$ cat src/hdl/plit_pkg.sv
// ----------------------------------------------------------------------------
// Piecewise-linear interpolation table package
// Payload types, control word layout and the sequencer program.
// ----------------------------------------------------------------------------
package plit_pkg;

  typedef struct packed {
    logic               action;
    logic signed [15:0] key_in;
    logic signed [15:0] value_in;
  } cmd_data_t;

  typedef struct packed {
    logic signed [15:0] result_value;
    logic               accepted;
  } rsp_data_t;

  localparam logic ACT_INSERT = 1'b0;
  localparam logic ACT_QUERY  = 1'b1;

  localparam int STEP_W    = 5;
  localparam int DIV_STEPS = 16;
  localparam int DCNT_W    = $clog2(DIV_STEPS + 1);

  localparam logic [STEP_W-1:0] S_IDLE     = 5'd0;
  localparam logic [STEP_W-1:0] S_DECODE   = 5'd1;
  localparam logic [STEP_W-1:0] S_I_CHECK  = 5'd2;
  localparam logic [STEP_W-1:0] S_I_LOOP   = 5'd3;
  localparam logic [STEP_W-1:0] S_I_CMP    = 5'd4;
  localparam logic [STEP_W-1:0] S_I_SHIFT  = 5'd5;
  localparam logic [STEP_W-1:0] S_I_PUT    = 5'd6;
  localparam logic [STEP_W-1:0] S_I_FULL   = 5'd7;
  localparam logic [STEP_W-1:0] S_Q_START  = 5'd8;
  localparam logic [STEP_W-1:0] S_Q_FIRST  = 5'd9;
  localparam logic [STEP_W-1:0] S_Q_LAST   = 5'd10;
  localparam logic [STEP_W-1:0] S_Q_SCAN   = 5'd11;
  localparam logic [STEP_W-1:0] S_Q_ADV    = 5'd12;
  localparam logic [STEP_W-1:0] S_Q_FETCH  = 5'd13;
  localparam logic [STEP_W-1:0] S_Q_BRACK  = 5'd14;
  localparam logic [STEP_W-1:0] S_Q_MUL    = 5'd15;
  localparam logic [STEP_W-1:0] S_Q_DINIT  = 5'd16;
  localparam logic [STEP_W-1:0] S_Q_DSTEP  = 5'd17;
  localparam logic [STEP_W-1:0] S_Q_RES    = 5'd18;
  localparam logic [STEP_W-1:0] S_DONE     = 5'd19;

  typedef enum logic [3:0] {
    C_NEVER,
    C_ALWAYS,
    C_NO_INPUT,
    C_QUERY,
    C_FULL,
    C_EMPTY,
    C_PTR_ZERO,
    C_KEY_GE_KQ,
    C_KEY_LE_KQ,
    C_DIV_MORE,
    C_OUT_BUSY
  } cond_t;

  typedef enum logic [1:0] {
    A_ZERO,
    A_LAST,
    A_PTR_M1,
    A_PTR_P1
  } addr_sel_t;

  typedef enum logic [1:0] {
    W_NONE,
    W_SHIFT,
    W_NEW
  } wr_op_t;

  typedef enum logic [2:0] {
    P_HOLD,
    P_LOAD,
    P_CLEAR,
    P_INC,
    P_DEC
  } ptr_op_t;

  typedef enum logic [1:0] {
    R_HOLD,
    R_ZERO,
    R_VQ,
    R_DIV
  } res_op_t;

  typedef enum logic [1:0] {
    K_HOLD,
    K_SET,
    K_CLR
  } acc_op_t;

  typedef enum logic [3:0] {
    X_NONE,
    X_LD_IN,
    X_LD_A0,
    X_LD_A1,
    X_MUL,
    X_DIV_INIT,
    X_DIV_STEP,
    X_CNT_INC,
    X_EMIT
  } xop_t;

  typedef struct packed {
    cond_t             cond;
    logic [STEP_W-1:0] target;
    logic              fin;
    addr_sel_t         addr;
    wr_op_t            wr;
    ptr_op_t           ptr;
    res_op_t           res;
    acc_op_t           acc;
    xop_t              xop;
  } ctrl_t;

  typedef struct packed {
    logic query;
    logic full;
    logic empty;
    logic ptr_zero;
    logic key_ge_kq;
    logic key_le_kq;
    logic div_more;
    logic out_busy;
  } flags_t;

  localparam ctrl_t CTRL_NOP = '{
    cond: C_NEVER, target: S_IDLE, fin: 1'b0, addr: A_ZERO, wr: W_NONE,
    ptr: P_HOLD, res: R_HOLD, acc: K_HOLD, xop: X_NONE
  };

  function automatic ctrl_t plit_ucode(input logic [STEP_W-1:0] step);
    ctrl_t c;
    c = CTRL_NOP;
    case (step)
      S_IDLE: begin
        c.cond = C_NO_INPUT; c.target = S_IDLE; c.xop = X_LD_IN;
      end
      S_DECODE: begin
        c.cond = C_QUERY; c.target = S_Q_START; c.res = R_ZERO; c.ptr = P_LOAD;
      end
      S_I_CHECK: begin
        c.cond = C_FULL; c.target = S_I_FULL;
      end
      S_I_LOOP: begin
        c.cond = C_PTR_ZERO; c.target = S_I_PUT; c.addr = A_PTR_M1;
      end
      S_I_CMP: begin
        c.cond = C_KEY_GE_KQ; c.target = S_I_PUT; c.addr = A_PTR_M1;
      end
      S_I_SHIFT: begin
        c.cond = C_ALWAYS; c.target = S_I_LOOP; c.addr = A_PTR_M1;
        c.wr = W_SHIFT; c.ptr = P_DEC;
      end
      S_I_PUT: begin
        c.cond = C_ALWAYS; c.target = S_DONE; c.wr = W_NEW; c.acc = K_SET;
        c.xop = X_CNT_INC;
      end
      S_I_FULL: begin
        c.cond = C_ALWAYS; c.target = S_DONE; c.acc = K_CLR;
      end
      S_Q_START: begin
        c.cond = C_EMPTY; c.target = S_DONE; c.acc = K_SET; c.addr = A_ZERO;
      end
      S_Q_FIRST: begin
        c.cond = C_KEY_LE_KQ; c.target = S_DONE; c.addr = A_LAST; c.res = R_VQ;
        c.ptr = P_CLEAR; c.xop = X_LD_A0;
      end
      S_Q_LAST: begin
        c.cond = C_KEY_GE_KQ; c.target = S_DONE; c.addr = A_PTR_P1; c.res = R_VQ;
      end
      S_Q_SCAN: begin
        c.cond = C_KEY_LE_KQ; c.target = S_Q_BRACK; c.addr = A_PTR_P1;
      end
      S_Q_ADV: begin
        c.addr = A_PTR_P1; c.ptr = P_INC; c.xop = X_LD_A0;
      end
      S_Q_FETCH: begin
        c.cond = C_ALWAYS; c.target = S_Q_SCAN; c.addr = A_PTR_P1;
      end
      S_Q_BRACK: begin
        c.xop = X_LD_A1;
      end
      S_Q_MUL: begin
        c.xop = X_MUL;
      end
      S_Q_DINIT: begin
        c.xop = X_DIV_INIT;
      end
      S_Q_DSTEP: begin
        c.cond = C_DIV_MORE; c.target = S_Q_DSTEP; c.xop = X_DIV_STEP;
      end
      S_Q_RES: begin
        c.res = R_DIV;
      end
      S_DONE: begin
        c.cond = C_OUT_BUSY; c.target = S_DONE; c.fin = 1'b1; c.xop = X_EMIT;
      end
      default: begin
        c.cond = C_ALWAYS; c.target = S_IDLE;
      end
    endcase
    return c;
  endfunction

endpackage

$ cat src/hdl/plit_useq.sv
// ----------------------------------------------------------------------------
// Microcode sequencer
// Step counter over the program table with conditional jumps.
// ----------------------------------------------------------------------------
module plit_useq (
  input  logic             clk,
  input  logic             rst,
  input  logic             cmd_valid,
  input  plit_pkg::flags_t flags,
  output plit_pkg::ctrl_t  ctrl,
  output logic             ready
);
  import plit_pkg::*;

  logic [STEP_W-1:0] upc;
  logic [STEP_W-1:0] upc_next;
  logic              taken;

  assign ctrl  = plit_ucode(upc);
  assign ready = (upc == S_IDLE);

  always_comb begin
    case (ctrl.cond)
      C_NEVER:     taken = 1'b0;
      C_ALWAYS:    taken = 1'b1;
      C_NO_INPUT:  taken = !cmd_valid;
      C_QUERY:     taken = flags.query;
      C_FULL:      taken = flags.full;
      C_EMPTY:     taken = flags.empty;
      C_PTR_ZERO:  taken = flags.ptr_zero;
      C_KEY_GE_KQ: taken = flags.key_ge_kq;
      C_KEY_LE_KQ: taken = flags.key_le_kq;
      C_DIV_MORE:  taken = flags.div_more;
      C_OUT_BUSY:  taken = flags.out_busy;
      default:     taken = 1'b0;
    endcase
    if (taken) begin
      upc_next = ctrl.target;
    end else if (ctrl.fin) begin
      upc_next = S_IDLE;
    end else begin
      upc_next = upc + STEP_W'(1);
    end
  end

  always_ff @(posedge clk) begin
    if (rst) begin
      upc <= S_IDLE;
    end else begin
      upc <= upc_next;
    end
  end

  a_upc_range: assert property (@(posedge clk) disable iff (rst) upc <= S_DONE)
    else $error("Step counter left the program.");

  a_done_exit: assert property (@(posedge clk) disable iff (rst)
    (upc == S_DONE && !flags.out_busy) |=> (upc == S_IDLE))
    else $error("Sequencer did not return to idle after the result.");

  a_idle_wait: assert property (@(posedge clk) disable iff (rst)
    (upc == S_IDLE && !cmd_valid) |=> (upc == S_IDLE))
    else $error("Sequencer left idle without a transaction.");

endmodule

$ cat config.mk
export PLATFORM = sky130hd
export DESIGN_NAME = plit_useq
export DESIGN_NICKNAME = d
export VERILOG_FILES = /design/src/hdl/plit_pkg.sv /design/src/hdl/plit_useq.sv
export SDC_FILE = /design/constraint.sdc
export NUM_CORES = 1
export LEC_CHECK = 0
export ABC_AREA = 0
export BUFFER_PORTS_ARGS = -buffer_cell sky130_fd_sc_hd__buf_2
export CAP_MARGIN = 20
export CELL_PAD_IN_SITES_DETAIL_PLACEMENT = 2
export CELL_PAD_IN_SITES_GLOBAL_PLACEMENT = 2
export CORE_UTILIZATION = 28
export DETAILED_ROUTE_END_ITERATION = 7
export GPL_TIMING_DRIVEN = 0
export HOLD_SLACK_MARGIN = 0.05
export PLACE_DENSITY_LB_ADDON = 0.3
export SLEW_MARGIN = 20
export SYNTH_ARGS = -nofsm -noshare
export SYNTH_HDL_FRONTEND = slang
export SYNTH_SLANG_ARGS = --single-unit
$ cat constraint.sdc
create_clock -name clk -period 4.3 [get_ports clk]
set_input_delay 0.645 -clock clk [delete_from_list [all_inputs] [get_ports clk]]
set_output_delay 0.645 -clock clk [all_outputs]
set_load 0.01 [all_outputs]
# Word-level counts from Yosys, hierarchy flattened
# Index checks and enable logic that the tools add are counted.
[totals]
reg_bits = 5
inputBits = 11
output_inout_bits = 26
elab_cells = 51
[op_classes]
n_addsub = 1
n_eq_ne = 29
muxes = 11
n_reduce_logical = 9
[op_table]
columns = ["operator", "n"]
rows = [
  ["$pmux W9 S15", 1],
  ["$eq A5 B4 Y1 const B", 8],
  ["$pmux W4 S8", 1],
  ["$eq A5 B3 Y1 const B", 4],
  ["$eq A5 B5 Y1 const B", 4],
  ["$eq A4 B3 Y1 const B", 4],
  ["$eq A4 B4 Y1 const B", 3],
  ["$pmux W2 S3", 2],
  ["$pmux W3 S4", 1],
  ["$eq A5 B2 Y1 const B", 2],
  ["$mux W5", 2],
  ["$pmux W1 S10", 1],
  ["$eq A4 B2 Y1 const B", 2],
  ["$pmux W2 S2", 2],
  ["$reduce_or A2 Y1", 4],
  ["$add A5 B1 Y5 const B", 1],
  ["$eq A5 B1 Y1 const B", 1],
  ["$logic_not A5 Y1", 1],
  ["$reduce_or A5 Y1", 1],
  ["$eq A4 B1 Y1 const B", 1],
  ["$reduce_or A4 Y1", 1],
  ["$reduce_or A3 Y1", 1],
  ["$logic_not A1 Y1", 1],
  ["$mux W1", 1],
]

# Depth between registers and ports, before layout
[depth]
ltp_word = 6
mapped_depth = 11
depth_no_buf = 10

# Worst setup path after synthesis
# Ideal clock, no wire load.
[synth_timing]
path_kind = "reg-to-reg"
startpoint = "register upc[2]"
endpoint = "register upc[0]"
setup_time_ps = 123
arrival_ps = 2596
required_time_ps = 4177
setup_slack_ps = 1581
stages_incl_launch_ff = 12
path_buffers = 4
synth_period_minus_slack_ps = 2719
path_cell_list = "dfxtp_1 buf_2 buf_6 clkbuf_1 buf_1 and3_1 ha_1 a2111oi_2 or2_4 o32ai_4 nand2_2 mux2_1"
[synth_rtl]
columns = ["element", "line_no", "source"]
rows = [
  ["from (decl)", "plit_useq.sv:15", "logic [STEP_W-1:0] upc;"],
  ["from (signal assigned)", "plit_useq.sv:50", "upc <= upc_next;"],
]

# Final worst setup path
[layout_timing]
startpoint = "register upc[2]"
endpoint = "register upc[4]"
[layout_between]
elab_chain_len = 6
word_cells_on_any_way = 38
cone_classes = "add/sub: 1; eq/ne: 29; mux: 5; reduce/logical: 3"
[layout_lines]
columns = ["element", "line_no", "source"]
rows = [
  ["$eq A5 B5 Y1 (tied with other cells)", "plit_pkg.sv:137", "case (step)"],
  ["$reduce_or A5 Y1 (no line) or $reduce_or A2 Y1 (tied branches)", "-", ""],
  ["$pmux W9 S15", "plit_pkg.sv:137", ""],
  ["$eq A4 B4 Y1 (tied with other cells)", "plit_useq.sv:23", "case (ctrl.cond)"],
  ["$pmux W1 S10", "plit_useq.sv:23", ""],
  ["$mux W5 (*)", "plit_useq.sv:37", "if (taken) begin"],
]
# Mark *: on every way between the ends. The rest lies on a longest branch, timed or not.
# A chain may end at the register's enable or synchronous reset.

==> metrics.cfg <==
[status]
status=finished clean

[yosys]
synthFlopType=dfxtp_1
ys_seq_area_share_pct=9.535
syn_area_sq_mm=0.001050
postSynthAreaPerCell_sq_um=6.817
synth_nets=170
yosys_warnings=0
synthCells=154
ys_ff_latch=5
synth_edf_count=0
async_flop_share_pct=0
synth.distinct_cells=49

[clock_network]
htreeDepth=1
cts_hold_buf=0
cts-root-to-sink-buffers=2
cts_tree=done
ctsRootBufferMaster=clkbuf_8
ctsResizeCount=0
clock-sinks=5
cts_buffers=3
cts_setup_buffers=0
path_clk_slew_ns=0.03
clk-insertion-delay-late_ns=0.22

[setup_path]
setup.worst_path.start=upc[2]
rr_endpoint=upc[4]
endpoint_kind=flip-flop
path_max_fanout=10
r2r-start=upc[2]
slowest_stage=a31oi_1
crit_path_start_kind=flip-flop
reg2reg_depth=11
regToRegSetupSlack_ns=0.96
worstPathCellList=buf_2, buf_6, clkbuf_1, buf_1, and3_1, ha_1, a2111oi_2, or2_4, a31oi_1, nand2_2, mux2_1
crit_type=flip-flop to flip-flop
crit_required_ns=4.40
slowest_delay_ns=0.44
critPathArrivalTime_ns=3.45

[route]
avgViaCountPerCell=5.696
route.detailed.drc=0
drt_iter0_markers=95
drt_wl_total_mm=4.397
wire_per_inst_um=18.32
first_pass_iters=4
num_vias=1367
antenna_left=0

[layout]
most-common-layout-cells=buf_2 (41), nor2_1 (22), a21oi_1 (12)
syn2layout_area_growth_pct=26.94
drive_gt1_share_pct=29.38
diodes=0
top_register=upc
largest_registers=upc (5)
finalNetCount=211
largest_register_ffs=5
mostFrequentLayoutCell=buf_2

[power_and_ir_drop]
power.density_mw_per_mm2=889.2
sequentialPowerShare_pct=7.3
power.share.combinational_pct=85.3
p_leak_nw=0.5864
irDropWorstVdd_v=0.0003141
clkPwrFrac_pct=7.4
power.internal_w=0.0005205
switching_share_pct=56.07
p_sw_w=0.0006643

[global_route]
grt_pass1_vias=1419
antenna_found_initial=0
grt_usage_pct=22.72
gr-total-overflow=0
grt_pass1_wl_mm=7.134
grt_start_max_net_pins=11

[floorplanning]
start_util_pct=30.27
die_w_um=63.23
rows=21
io_pins=37
core_sq_mm=0.003468
die_h_um=63.23
die_area_sq_mm=0.003998

[min_path]
hold_end=upc[2]
min_path_cells=2
min_from=rst
holdCritPathClass=input pin to flip-flop

[timing]
fin_worst_skew_ns=0.0004354
setup_slack_ns=0.9588
final-setup-viol-count=0
max_freq_mhz=299.3
min_period_ns=3.341
finalHoldViolCount=0
drv_slew=0
finalCritPeriodShare_pct=77.70
worstMarginPinSlew_ns=0.7473
slew_headroom_pct=49.55
rsz0062_at_grt=no
fin_setup_tns_ns=0

[placed_design]
dp_hpwl_mm=3.440
io_buffers=36
gp_congestion=0.8039
dp_slack_ns=0.9759

[run]
cap_violations=0

[cell families after synthesis]
logic type	Yosys count	share of synthesized area, %
AND/OR/NAND/NOR	63	29.92
AO/OA/AOI/OAI	51	36.48
buffers and inverters	22	10.61
multiplexers	5	5.006
adder cells (fa/ha/maj)	5	5.959
flip-flops	5	9.536
XOR/XNOR	3	2.503
[power groups by stage]
stage          sequential, W  clock (W)  combinational, W
5_1_grt            0.0000878  0.0000915           0.00110
4_1_cts            0.0000862  0.0000901           0.00101
2_1_floorplan      0.0000805          0          0.000703
6_report           0.0000862  0.0000881           0.00101
3_5_place_dp       0.0000864          0           0.00101
3_3_place_gp       0.0000850          0          0.000962
[how the worst max path moves through the flow]
stage	endpoint	slack, ns
2_1_floorplan	upc[0]	1.58
3_3_place_gp	upc[0]	1.08
3_5_place_dp	upc[4]	0.98
4_1_cts	upc[4]	0.95
5_1_grt	upc[4]	0.75
6_report	upc[4]	0.96
[cell type report]
| type | count | area (sq um) |
|---|---|---|
| flip-flops and latches | 5 | 100.1 |
| fillers | 451 | 2136 |
| repair buffers | 36 | 180.2 |
| clock buffers | 4 | 45.04 |
| well taps | 46 | 57.56 |
| plain buffers | 12 | 73.82 |
| multi-input cells | 127 | 838.3 |
| inverters | 10 | 37.54 |
[routing by layer]
| layer | global-route usage [%] | routed length, um | vias up |
|---|---|---|---|
| met1 | 28.23 | 1903 | 688 |
| met5 | 0 | 0 | - |
| met2 | 41.80 | 2345 | 26 |
| li1 | - | - | 649 |
| met3 | 2.355 | 122 | 4 |
| met4 | 4.545 | 26 | 0 |
[per-stage QoR]
step                total power [W]  instances  cell area (sq um)  util, %  hold WS (ns)
floorplan                 0.0007831        154               1050        -        0.6365
global placement           0.001047        236               1287    37.12        0.6757
detailed placement         0.001096        236               1287    37.12        0.7115
CTS                        0.001188        240               1333    38.42        0.6936
global route               0.001283        240               1333    38.42        0.7121
finish                     0.001185        240               1333    38.42        0.6932
[cells in the mapped netlist (all sizes together) (2+ instances only)]
| cell type | n | area (sq um) |
|---|---|---|
| mux2i | 3 | 30.03 |
| buf | 10 | 66.31 |
| nand2b | 7 | 43.79 |
| dfxtp | 5 | 100.1 |
| o31ai | 2 | 15.01 |
| nor3 | 5 | 25.02 |
| o32ai | 2 | 43.80 |
| xnor2 | 2 | 17.52 |
| clkbuf | 2 | 7.510 |
| o21ai | 7 | 35.03 |
| o22ai | 3 | 18.77 |
| a21oi | 12 | 60.06 |
| or3 | 4 | 30.03 |
| a2111oi | 2 | 23.77 |
| and3 | 2 | 12.51 |
| nand4 | 2 | 12.51 |
| o211ai | 5 | 37.54 |
| a311oi | 2 | 17.52 |
| mux2 | 2 | 22.52 |
| nor2 | 22 | 82.58 |
| nand3 | 4 | 20.02 |
| nand2 | 12 | 50.05 |
| a211oi | 5 | 37.54 |
| inv | 10 | 37.54 |
| ha | 5 | 62.56 |
[worst max-delay path, delay by kind of cell, from the launching register on]
family	cells	cell delay, ns
buffers and inverters	4	1.17
muxes	1	0.34
adders and majority gates	1	0.20
and+or+nand+nor	3	0.68
AOI/OAI and AO/OA	2	0.52
DFF	1	0.30
Note: power is estimated with default switching activity, not from simulation.
